[src/design/moving_median_filter_assert.svh]
// assertion macros for the moving median filter
`ifndef MOVING_MEDIAN_FILTER_ASSERT_SVH
`define MOVING_MEDIAN_FILTER_ASSERT_SVH

`ifndef SYNTHESIS
`define MMF_ASSERT(lbl, clk, rst_n, prop) \
  lbl: assert property (@(posedge clk) disable iff (!rst_n) prop) \
    else $error("moving median filter check failed");
`define MMF_ASSERT_ALWAYS(lbl, clk, prop) \
  lbl: assert property (@(posedge clk) prop) \
    else $error("moving median filter check failed");
`else
`define MMF_ASSERT(lbl, clk, rst_n, prop)
`define MMF_ASSERT_ALWAYS(lbl, clk, prop)
`endif

`endif

[src/design/mmf_pkg.sv]
// shared constants, types and helpers of the moving median filter
package mmf_pkg;

  localparam int unsigned MAX_WINDOW_DEF  = 32;
  localparam int unsigned SAMPLE_BITS_DEF = 16;
  localparam int unsigned WIN_CFG_BITS    = 6;
  localparam int unsigned MIN_WINDOW      = 3;

  typedef struct packed {
    logic clear;
    logic step;
  } node_ctl_t;

  function automatic int unsigned win_clamp(logic [WIN_CFG_BITS-1:0] w, int unsigned max_w);
    int unsigned n;
    n = int'(w);
    if (n < MIN_WINDOW) n = MIN_WINDOW;
    if (n > max_w) n = max_w;
    return n;
  endfunction

endpackage

[src/design/mmf_node.sv]
// one sorted window slot: drops the oldest entry and inserts the new sample
module mmf_node #(
  parameter int unsigned SAMPLE_BITS = 16,
  parameter int unsigned AGE_BITS    = 5,
  parameter int unsigned N_BITS      = 6,
  parameter int unsigned IDX         = 0
) (
  input  logic                          clk,
  input  mmf_pkg::node_ctl_t            ctl,
  input  logic [N_BITS-1:0]             n_eff,
  input  logic [N_BITS-1:0]             n_init,
  input  logic signed [SAMPLE_BITS-1:0] x,
  input  logic signed [SAMPLE_BITS-1:0] prev_rem_v,
  input  logic [AGE_BITS-1:0]           prev_rem_age,
  input  logic                          prev_g,
  input  logic                          prev_d,
  input  logic signed [SAMPLE_BITS-1:0] next_v,
  input  logic [AGE_BITS-1:0]           next_age,
  output logic signed [SAMPLE_BITS-1:0] v,
  output logic [AGE_BITS-1:0]           age,
  output logic signed [SAMPLE_BITS-1:0] rem_v,
  output logic [AGE_BITS-1:0]           rem_age,
  output logic                          g,
  output logic                          d,
  output logic                          del
);
  import mmf_pkg::*;

  localparam logic [N_BITS-1:0] IDX_N = N_BITS'(IDX);

  logic signed [SAMPLE_BITS-1:0] v_r, v_nxt;
  logic [AGE_BITS-1:0]           age_r, age_nxt;
  logic                          active;
  logic                          tail;
  logic [N_BITS-1:0]             init_age;

  assign active   = IDX_N < n_eff;
  assign tail     = IDX_N >= (n_eff - 1'b1);
  assign del      = active && (N_BITS'(age_r) == (n_eff - 1'b1));
  assign d        = prev_d | del;
  assign rem_v    = d ? next_v : v_r;
  assign rem_age  = d ? next_age : age_r;
  assign g        = tail || (rem_v > x);
  assign init_age = (IDX_N < n_init) ? (n_init - 1'b1 - IDX_N) : '0;

  always_comb begin
    v_nxt   = v_r;
    age_nxt = age_r;
    if (ctl.clear) begin
      v_nxt   = '0;
      age_nxt = AGE_BITS'(init_age);
    end else if (ctl.step && active) begin
      if (g) begin
        if (!prev_g) begin
          v_nxt   = x;
          age_nxt = '0;
        end else begin
          v_nxt   = prev_rem_v;
          age_nxt = AGE_BITS'(prev_rem_age + 1'b1);
        end
      end else begin
        v_nxt   = rem_v;
        age_nxt = AGE_BITS'(rem_age + 1'b1);
      end
    end
  end

  always_ff @(posedge clk) begin
    v_r   <= v_nxt;
    age_r <= age_nxt;
  end

  assign v   = v_r;
  assign age = age_r;

endmodule

[src/design/moving_median_filter.sv]
// moving median filter top level: window node chain, median pick and output register
//
// Input channel: in_valid / in_stall / in_sample, one signed sample per transfer.
// Output channel: out_valid / out_stall / out_median_doubled, one result per
// sample, equal to twice the window median (sum of the two middle values when
// the window size is even).
// Configuration: cfg_wr_en with cfg_wr_data writes the window size; values
// below 3 act as 3 and values above MAX_WINDOW act as MAX_WINDOW. A write
// clears the window to zeros and must only happen while the block is idle.
// Every window slot is a node of a chain; on each sample the oldest entry
// leaves and the new sample enters in sorted place.
// The result is registered in the window nodes, then in the output register, before it is offered.
// Throughput: one sample per cycle while the receiver does not stall.
// Reset: synchronous, clears the window to zeros with a window size of 3.
// When the receiver stalls, one finished result waits in the output register
// and one more in the chain; after that in_stall rises until out_stall drops.
`include "moving_median_filter_assert.svh"

module moving_median_filter #(
  parameter int unsigned MAX_WINDOW  = mmf_pkg::MAX_WINDOW_DEF,
  parameter int unsigned SAMPLE_BITS = mmf_pkg::SAMPLE_BITS_DEF
) (
  input  logic                                clk,
  input  logic                                rst_n,
  input  logic                                cfg_wr_en,
  input  logic [mmf_pkg::WIN_CFG_BITS-1:0]    cfg_wr_data,
  input  logic                                in_valid,
  output logic                                in_stall,
  input  logic signed [SAMPLE_BITS-1:0]       in_sample,
  output logic                                out_valid,
  input  logic                                out_stall,
  output logic signed [SAMPLE_BITS:0]         out_median_doubled
);
  import mmf_pkg::*;

  localparam int unsigned AGE_BITS = $clog2(MAX_WINDOW);
  localparam int unsigned N_BITS   = $clog2(MAX_WINDOW + 1);

  logic [N_BITS-1:0]             n_eff_r, n_eff_nxt;
  logic [N_BITS-1:0]             n_init;
  logic                          pend_r, pend_nxt;
  logic                          out_valid_r, out_valid_nxt;
  logic signed [SAMPLE_BITS:0]   med_r, med_nxt;
  logic                          in_xfer;
  logic                          can_load;
  logic                          load;
  node_ctl_t                     ctl;
  logic [N_BITS-1:0]             hi_idx;
  logic [N_BITS-1:0]             lo_idx;
  logic signed [SAMPLE_BITS-1:0] hi_val;
  logic signed [SAMPLE_BITS-1:0] lo_val;

  logic signed [SAMPLE_BITS-1:0] v_w     [MAX_WINDOW];
  logic [AGE_BITS-1:0]           age_w   [MAX_WINDOW];
  logic signed [SAMPLE_BITS-1:0] rem_v_w [MAX_WINDOW];
  logic [AGE_BITS-1:0]           rem_a_w [MAX_WINDOW];
  logic [MAX_WINDOW-1:0]         g_w;
  logic [MAX_WINDOW-1:0]         d_w;
  logic [MAX_WINDOW-1:0]         del_w;

  assign can_load = !out_valid_r || !out_stall;
  assign in_stall = pend_r && !can_load;
  assign in_xfer  = in_valid && !in_stall;
  assign load     = pend_r && can_load;

  assign n_init    = !rst_n ? N_BITS'(MIN_WINDOW)
                            : N_BITS'(win_clamp(cfg_wr_data, MAX_WINDOW));
  assign ctl.clear = !rst_n || cfg_wr_en;
  assign ctl.step  = in_xfer;

  genvar k;
  generate
    for (k = 0; k < MAX_WINDOW; k++) begin : g_node
      logic signed [SAMPLE_BITS-1:0] p_v;
      logic [AGE_BITS-1:0]           p_a;
      logic                          p_g;
      logic                          p_d;
      logic signed [SAMPLE_BITS-1:0] n_v;
      logic [AGE_BITS-1:0]           n_a;

      if (k == 0) begin : g_head
        assign p_v = '0;
        assign p_a = '0;
        assign p_g = 1'b0;
        assign p_d = 1'b0;
      end else begin : g_link
        assign p_v = rem_v_w[k-1];
        assign p_a = rem_a_w[k-1];
        assign p_g = g_w[k-1];
        assign p_d = d_w[k-1];
      end

      if (k == MAX_WINDOW - 1) begin : g_tail
        assign n_v = '0;
        assign n_a = '0;
      end else begin : g_body
        assign n_v = v_w[k+1];
        assign n_a = age_w[k+1];
      end

      mmf_node #(
        .SAMPLE_BITS (SAMPLE_BITS),
        .AGE_BITS    (AGE_BITS),
        .N_BITS      (N_BITS),
        .IDX         (k)
      ) u_node (
        .clk          (clk),
        .ctl          (ctl),
        .n_eff        (n_eff_r),
        .n_init       (n_init),
        .x            (in_sample),
        .prev_rem_v   (p_v),
        .prev_rem_age (p_a),
        .prev_g       (p_g),
        .prev_d       (p_d),
        .next_v       (n_v),
        .next_age     (n_a),
        .v            (v_w[k]),
        .age          (age_w[k]),
        .rem_v        (rem_v_w[k]),
        .rem_age      (rem_a_w[k]),
        .g            (g_w[k]),
        .d            (d_w[k]),
        .del          (del_w[k])
      );
    end
  endgenerate

  // middle slots of the active window
  assign hi_idx = n_eff_r >> 1;
  assign lo_idx = n_eff_r[0] ? hi_idx : (hi_idx - 1'b1);

  always_comb begin
    hi_val = '0;
    lo_val = '0;
    for (int i = 0; i < MAX_WINDOW; i++) begin
      if (N_BITS'(i) == hi_idx) hi_val = hi_val | v_w[i];
      if (N_BITS'(i) == lo_idx) lo_val = lo_val | v_w[i];
    end
  end

  always_comb begin
    n_eff_nxt     = n_eff_r;
    pend_nxt      = pend_r;
    out_valid_nxt = out_valid_r;
    med_nxt       = med_r;
    if (ctl.clear) begin
      n_eff_nxt = n_init;
    end
    if (load) begin
      med_nxt       = (SAMPLE_BITS + 1)'(hi_val) + (SAMPLE_BITS + 1)'(lo_val);
      out_valid_nxt = 1'b1;
      pend_nxt      = in_xfer;
    end else begin
      if (out_valid_r && !out_stall) out_valid_nxt = 1'b0;
      if (in_xfer) pend_nxt = 1'b1;
    end
  end

  always_ff @(posedge clk) begin
    if (!rst_n) begin
      n_eff_r     <= N_BITS'(MIN_WINDOW);
      pend_r      <= 1'b0;
      out_valid_r <= 1'b0;
    end else begin
      n_eff_r     <= n_eff_nxt;
      pend_r      <= pend_nxt;
      out_valid_r <= out_valid_nxt;
    end
    med_r <= med_nxt;
  end

  assign out_valid          = out_valid_r;
  assign out_median_doubled = med_r;

  `MMF_ASSERT(a_one_oldest, clk, rst_n, $countones(del_w) == 1)
  `MMF_ASSERT(a_stall_when_full, clk, rst_n, (pend_r && out_valid_r && out_stall) |-> in_stall)
  `MMF_ASSERT(a_xfer_pends, clk, rst_n, (in_valid && !in_stall) |=> pend_r)
  `MMF_ASSERT(a_out_drops_on_xfer, clk, rst_n, $fell(out_valid_r) |-> $past(!out_stall))

endmodule

[config.mk]
export PLATFORM = sky130hd
export DESIGN_NAME = moving_median_filter
export DESIGN_NICKNAME = d
export VERILOG_FILES = /design/src/design/mmf_pkg.sv /design/src/design/mmf_node.sv /design/src/design/moving_median_filter.sv
export VERILOG_INCLUDE_DIRS = /design/src /design/src/design
export SDC_FILE = /design/constraint.sdc
export NUM_CORES = 2
export LEC_CHECK = 0
export ABC_CLOCK_PERIOD_IN_PS = 7900
export BUFFER_PORTS_ARGS = -buffer_cell sky130_fd_sc_hd__buf_2
export CELL_PAD_IN_SITES_DETAIL_PLACEMENT = 1
export CELL_PAD_IN_SITES_GLOBAL_PLACEMENT = 2
export CORE_UTILIZATION = 37
export DETAILED_ROUTE_END_ITERATION = 6
export HOLD_SLACK_MARGIN = 0.02
export PLACE_DENSITY = 0.88
export SLEW_MARGIN = 20
export SYNTH_ARGS = -nofsm -noshare
export SYNTH_HDL_FRONTEND = slang
export SYNTH_SLANG_ARGS = --single-unit
[constraint.sdc]
create_clock -name clk -period 7.9 [get_ports clk]
set_input_delay 1.58 -clock clk [delete_from_list [all_inputs] [get_ports clk]]
set_output_delay 1.58 -clock clk [all_outputs]
set_load 0.005 [all_outputs]
# Yosys cells after proc, flatten, opt, wreduce, memory -nomap -nowiden
# Cells that the tools add are included.
word_totals:
  regBits: 697
  inputBits: 27
  output_inout_bits: 19
  elab_cells: 953
classes:
  add_sub_neg: 67
  magnitude_cmp: 130
  eq_ne: 94
  n_mux: 358
  n_bitwise: 93
  reduce_logical: 143
ops:
  columns: ["operator", "n"]
  rows:
  - ["16-bit two-way mux", 159]
  - ["16-bit bitwise OR", 62]
  - ["5-bit two-way mux", 191]
  - ["16-bit greater-than comparator", 32]
  - ["5-bit by 6-bit equality test with 1-bit output", 32]
  - ["5-bit by 6-bit < comparator with 1-bit output, first input constant", 32]
  - ["5-bit by 1-bit adder with 5-bit output, second input constant", 32]
  - ["5-bit by 6-bit equality test with 1-bit output, first input constant", 16]
  - ["5-bit by 6-bit greater-or-equal comparator with 1-bit output, first input constant", 16]
  - ["4-bit by 6-bit < comparator with 1-bit output, first input constant", 16]
  - ["5-bit equality test, first input constant", 16]
  - ["5-bit subtractor, second input constant", 16]
  - ["1-bit logical AND", 68]
  - ["2-bit nonzero test", 34]
  - ["4-bit by 6-bit equality test with 1-bit output, first input constant", 8]
  - ["4-bit by 6-bit greater-or-equal comparator with 1-bit output, first input constant", 8]
  - ["3-bit by 6-bit < comparator with 1-bit output, first input constant", 8]
  - ["4-bit by 5-bit equality test with 1-bit output, first input constant", 8]
  - ["5-bit by 4-bit subtractor with 5-bit output, second input constant", 8]
  - ["1-bit logical OR", 34]
  - ["32-bit by 6-bit greater-than comparator with 1-bit output, second input constant", 1]
  - ["1-bit bitwise OR", 31]
  - ["3-bit by 6-bit equality test with 1-bit output, first input constant", 4]
  - ["3-bit by 6-bit greater-or-equal comparator with 1-bit output, first input constant", 4]
  - ["20 further kinds", 49]

# Depth between registers and ports, before layout
depth:
  depth_word: 67
  depth_mapped: 35
  depth_no_buf: 25

# Modules after synthesis
# Synthesis repeated with hierarchy kept, for this count alone.
unflattened:
  cells_unflattened: 9955
  hier_area_um2: 83556.4
modules_own_cells:
  columns: ["mod", "n_inst", "cells_per_inst", "area_each_um2", "seq_area_each_um2"]
  rows:
  - ["moving_median_filter", 1, 1031, 7671.1, 670.6]
  - ["mmf_node (g_node[13].u_node ...)", 2, 271, 2273.4, 470.5]
  - ["mmf_node (g_node[16].u_node)", 1, 292, 2641.3, 470.5]
  - ["mmf_node (g_node[20].u_node)", 1, 303, 2588.7, 470.5]
  - ["mmf_node (g_node[29].u_node)", 1, 278, 2556.2, 470.5]
  - ["mmf_node (g_node[21].u_node)", 1, 290, 2528.7, 470.5]
  - ["mmf_node (g_node[26].u_node)", 1, 269, 2493.6, 470.5]
  - ["mmf_node (g_node[28].u_node)", 1, 296, 2488.6, 470.5]
  - ["mmf_node (g_node[14].u_node)", 1, 293, 2484.9, 470.5]
  - ["mmf_node (g_node[8].u_node)", 1, 319, 2471.1, 470.5]
  - ["mmf_node (g_node[4].u_node)", 1, 292, 2468.6, 470.5]
  - ["mmf_node (g_node[25].u_node)", 1, 333, 2451.1, 470.5]
  - ["mmf_node (g_node[6].u_node)", 1, 267, 2448.6, 470.5]
  - ["mmf_node (g_node[17].u_node)", 1, 285, 2422.3, 470.5]
  - ["18 more rows", null, null, null, null]

# Worst setup path before layout
# Ideal clock, no wire load.
synth_path:
  kind: "reg2reg"
  start: "reg n_eff_r[0]"
  end: "reg g_node[26].u_node.v_r[10]"
  setup_ns: 0.141
  arrival_ns: 7.222
  required_ns: 7.759
  setup_slack_ns: 0.537
  path_stages_with_launch: 33
  n_path_buf: 11
  period_less_slack_ns: 7.363
  cell_sequence: "dfxtp_1 -> buf_2 -> buf_4 -> buf_4 -> buf_2 -> inv_1 -> ha_1 -> buf_2 -> buf_2 -> buf_4 -> buf_2 -> xnor2_1 -> nor3_1 -> nand3_1 -> nor3_1 -> nor3_2 -> o2111ai_1 -> buf_4 -> nor3_1 -> buf_2 -> mux2_2 -> ha_1 -> a21o_1 -> a21o_1 -> a21o_1 -> a21o_1 -> a211o_1 -> or2_2 -> o21ai_1 -> nand2_1 -> nand3_1 -> clkbuf_1 -> o221ai_1"
synth_between:
  elab_chain_len: 33
  elab_cells_between_ends: 119
  cone_classes: "add/sub: 1; order compare: 31; eq/ne: 27; mux: 4; bitwise: 26; reduce/logical: 30"
synth_lines:
  columns: ["element", "line_no", "source"]
  rows:
  - ["from (decl)", "moving_median_filter.sv:39", "logic [N_BITS-1:0] n_eff_r, n_eff_nxt;"]
  - ["from (signal assigned)", "moving_median_filter.sv:162", "n_eff_r <= N_BITS'(MIN_WINDOW);"]
  - ["from (signal assigned)", "moving_median_filter.sv:166", "n_eff_r <= n_eff_nxt;"]
  - ["6-bit by 1-bit subtractor with 6-bit output", "mmf_node.sv:38, mmf_node.sv:39", null]
  - ["5-bit by 6-bit equality test with 1-bit output", "mmf_node.sv:39", "assign del = active && (N_BITS'(age_r) == (n_eff - 1'b1));"]
  - ["1-bit logical AND", "mmf_node.sv:39", null]
  - ["1-bit bitwise OR (25 in series)", "mmf_node.sv:40", "assign d = prev_d | del;"]
  - ["1-bit bitwise OR / 16-bit two-way mux (equally long branches)", "mmf_node.sv:40, mmf_node.sv:41", null]
  - ["16-bit two-way mux / 16-bit greater-than comparator (equally long branches)", "mmf_node.sv:41, mmf_node.sv:43", null]
  - ["16-bit greater-than comparator / 1-bit logical OR (equally long branches)", "mmf_node.sv:43", "assign g = tail || (rem_v > x);"]
  - ["1-bit logical OR / 16-bit two-way mux (equally long branches)", "mmf_node.sv:43, mmf_node.sv:54", null]
  - ["16-bit two-way mux", "mmf_node.sv:53", "if (g) begin"]
  - ["to (signal assigned)", "mmf_node.sv:69", "v_r <= v_nxt;"]
  - ["to (decl)", "mmf_node.sv:31", "logic signed [SAMPLE_BITS-1:0] v_r, v_nxt;"]
# Several ways; a longest one is shown, not always the timed one.
# A chain may end at the register's enable or synchronous reset.

# Final worst setup path
layout_path:
  start: "reg n_eff_r[1]"
  end: "reg g_node[27].u_node.age_r[4], data pin"
layout_between:
  elab_chain_len: 36
  elab_cells_between_ends: 128
  cone_classes: "add/sub: 3; order compare: 32; eq/ne: 28; mux: 8; bitwise: 27; reduce/logical: 30"
layout_lines:
  columns: ["element", "line_no", "source"]
  rows:
  - ["6-bit by 1-bit subtractor with 6-bit output", "mmf_node.sv:38, mmf_node.sv:39", null]
  - ["5-bit by 6-bit equality test with 1-bit output", "mmf_node.sv:39", null]
  - ["1-bit logical AND", "mmf_node.sv:39", null]
  - ["1-bit bitwise OR (26 in series)", "mmf_node.sv:40", null]
  - ["1-bit bitwise OR / 16-bit two-way mux (equally long branches)", "mmf_node.sv:40, mmf_node.sv:41", null]
  - ["16-bit two-way mux / 16-bit greater-than comparator (equally long branches)", "mmf_node.sv:41, mmf_node.sv:43", null]
  - ["16-bit greater-than comparator / 1-bit logical OR (equally long branches)", "mmf_node.sv:43", null]
  - ["1-bit logical OR / 5-bit two-way mux (equally long branches)", "mmf_node.sv:43, mmf_node.sv:54", null]
  - ["5-bit two-way mux *", "mmf_node.sv:53", null]
  - ["5-bit two-way mux *", "mmf_node.sv:52", "end else if (ctl.step && active) begin"]
  - ["5-bit two-way mux *", "mmf_node.sv:49", "if (ctl.clear) begin"]
  - ["via g_node[27].u_node.age_nxt[4]", "mmf_node.sv:32", "logic [AGE_BITS-1:0] age_r, age_nxt;"]
  - ["to (signal assigned)", "mmf_node.sv:70", "age_r <= age_nxt;"]
  - ["to (decl)", "mmf_node.sv:32", null]
# Mark *: on every way through the listed nets, which the timed path passes. The rest lies on a longest branch. The select of a mux whose other input is x is not followed.

==> results.yml <==
global_route:
  grt_max_degree: 186
  grt_overflow: 0
  antenna_found_initial: 93
  groute.usage.overall: 0.560
  grt_pass1_wl_mm: 716
  first_global_vias: 79700
final_layout:
  stdcell_area_sq_mm: 0.0786
  final_cell_count_no_fill: 11200
  multi_input_area_sq_mm: 0.0504
  areaGrowthSynthToFinish_pct: 14.0
  ff_latch_area_sq_mm: 0.0157
  drive_gt1_frac: 0.170
  nFillCells: 21900
  nets: 9128
clock_tree:
  cts_root_buffer: "clkbuf_16"
  clock_path_buffers: 3
  tritoncts.num_buffers: 94
  htreeDepth: 3
  cts.sinks: 697
  path_clk_slew_ns: 0.06
  cts_tree: "built"
  insertion_delay_ns: 0.82
timing:
  fmax_mhz: 125
  fin_skew_ns: 0.0355
  final_hold_viol_count: 0
  fin_crit_sh: 1.01
  fin_ws_ns: -0.0860
  finalSetupViolCount: 3
  fin_crit_ns: 7.99
  slew_viol_final: 0
  setup_tns_ns: -0.117
  slew_headroom: 0.116
  worstMarginPinSlew_ns: 1.33
pwr:
  combPwrFrac: 0.487
  seqPwrFrac: 0.256
  clock_power_share: 0.257
  leakage_nw: 33.0
  switching_power_mw: 8.37
  intPower_mw: 9.70
  netSwitchingFraction: 0.463
  power_density_mw_per_mm2: 230
  ir_drop_mv: 0.189
routing:
  routed_wl_mm: 542
  first_pass_iters: 7
  drc: 12
  wire_per_inst_microns: 48.6
  drtIter0Drc: 12800
  viasPerCell: 7.54
  ant_nets: 0
  vias: 84100
critical_path:
  cp-end-kind: "flop"
  cp_max_fo: 21
  critPathLaunchType: "flop"
  reg2reg_setup_slack_ns: -0.09
  worst-setup-path-type: "reg2reg"
  max_stage_delay_ns: 0.73
  cp.arrival_ns: 8.55
  critical_path_required_ns: 8.46
  critPathSlowestCell: "o21ai_1"
  path_buf_inv: 5
  critical_path.top_delay_family: "compound AO/OA/AOI/OAI gates"
logic_synthesis:
  synthSimpleGateAreaFrac: 0.145
  ys_seq_area_frac: 0.228
  syn_area_per_cell_sq_um: 8.16
  yosys_warnings: 0
  synth_edf_count: 177
  synth_area_sq_mm: 0.0689
  async_flop_share: 0
  synth_top_family_by_area: "compound AO/OA/AOI/OAI gates"
  synth-compound-area-share: 0.291
  synth_cell_types: 103
  synthAdderAreaFrac: 0.106
  synthCells: 8444
  synthFlopType: "dfxtp_1"
  synth_area_leaders: "dfxtp_1, ha_1, mux2_2"
  ys_ff_latch: 697
  synthMuxAreaShare: 0.138
  synthXorXnorAreaFrac: 0.0429
  yosysMostFrequentCell: "o21ai_0"
  syn_nets: 9055
  synth_top_area_frac: 0.151
  synth_common_cells: "o21ai_0, a21oi_1, nand2_1"
  yosys.area.top_type: "dfxtp_1"
floorplanning:
  die_h_microns: 434
  die_x_microns: 434
  rows: 158
  die_area_sq_mm: 0.188
  core_area_sq_mm: 0.185
  start_util: 0.372
  io_pins: 46
outcome:
  violations: "DRC, setup timing"
  status: "finished with violations"
placed_design:
  io_buffers: 45
  post_dp_cell_area_sq_mm: 0.0750
  dp_hpwl_mm: 416
  place_inst: 10900
  place_congestion: 1.15
job:
  max_cap_violations: 0
hold_path:
  hold_class: "reg2reg"
==> cell type report <==
type	instances	share of cell area
antenna	87	0.00277
clock buffer	136	0.0349
clock inverter	40	0.00521
inverter	212	0.0101
multi-input combinational	6875	0.641
sequential	697	0.200
tap	2480	0.0395
timing repair buffer	637	0.0660
==> per-stage QoR <==
step	worst slack, ns	hold WS [ns]	power (mW)	util
2_1_floorplan	0.537	0.457	9.32	-
3_3_place_gp	0.317	0.463	12.7	0.405
3_5_place_dp	0.146	0.471	12.8	0.405
4_1_cts	0.101	0.488	17.4	0.422
5_1_grt	-0.227	0.516	18.3	0.423
6_report	-0.0860	0.486	18.1	0.424
==> repair_timing <==
action / 4_1_cts / 5_1_grt
buffers inserted: 0 / 4
endpoints found under the setup margin: 0 / 138
resized for setup: 0 / 8
hold buffers: 0 / 0
==> power groups by stage <==
stage	registers, mW	logic [mW]	clock network, mW
final	4.63	8.79	4.64
after floorplan	4.27	5.05	0
after global placement	4.65	8.01	0
after detailed placement	4.66	8.18	0
after CTS	4.58	8.23	4.61
after global routing	4.62	8.92	4.72
==> logic make-up after synthesis <==
kind of cell / Yosys count
buffers and inverters: 872
xor gates and xnor gates: 310
DFF: 697
and+or+nand+nor: 2041
adders and majority gates: 584
muxes: 882
AOI/OAI and AO/OA: 3058
==> metal layers <==
| metal | global-route usage | up-vias | wire, microns |
|---|---|---|---|
| met5 | 0.00755 | - | 785 |
| met4 | 0.532 | 48 | 61100 |
| met3 | 0.228 | 2287 | 70400 |
| met2 | 0.777 | 7173 | 216000 |
| met1 | 0.643 | 42000 | 194000 |
| li1 | - | 32600 | - |
==> state kept, by name, indices dropped and copies added (netlist names) <==
register            flops
out_valid               1
out_median_doubled     17
g_node.u_node.age     160
pend_r                  1
n_eff_r                 6
g_node.u_node.v       512
==> layout by cell type, fill, tap and decap left out, types with 77 or more instances in the layout <==
| cell type | instances |
|---|---|
| a211o_1 | 77 |
| a21o_1 | 114 |
| a21oi_1 | 658 |
| a221oi_1 | 125 |
| a22o_1 | 128 |
| a22oi_1 | 319 |
| a31oi_1 | 129 |
| buf_4 | 551 |
| clkbuf_16 | 97 |
| dfxtp_1 | 515 |
| diode_2 | 87 |
| edfxtp_1 | 177 |
| ha_1 | 582 |
| inv_1 | 190 |
| mux2_2 | 511 |
| mux2i_1 | 362 |
| nand2_1 | 615 |
| nand2b_1 | 78 |
| nand3_1 | 342 |
| nand4_1 | 168 |
| nor2_1 | 367 |
| nor2b_1 | 86 |
| nor3_1 | 91 |
| o211ai_1 | 244 |
| o21a_1 | 140 |
| o21ai_0 | 702 |
| o22ai_1 | 87 |
| xnor2_1 | 166 |
| xor2_1 | 114 |
==> worst paths after layout <==
| check | startpoint | end | cells after the start |
|---|---|---|---|
| min | g_node[31].u_node.v[3] | g_node[31].u_node.v[3] | 1 |
| max | n_eff_r[1] | g_node[27].u_node.age[4] | 25 |
| max reg2reg | n_eff_r[1] | g_node[27].u_node.age[4] | 25 |
| min reg2reg | g_node[31].u_node.v[3] | g_node[31].u_node.v[3] | 1 |
Note: power is estimated with default switching activity, not from simulation.
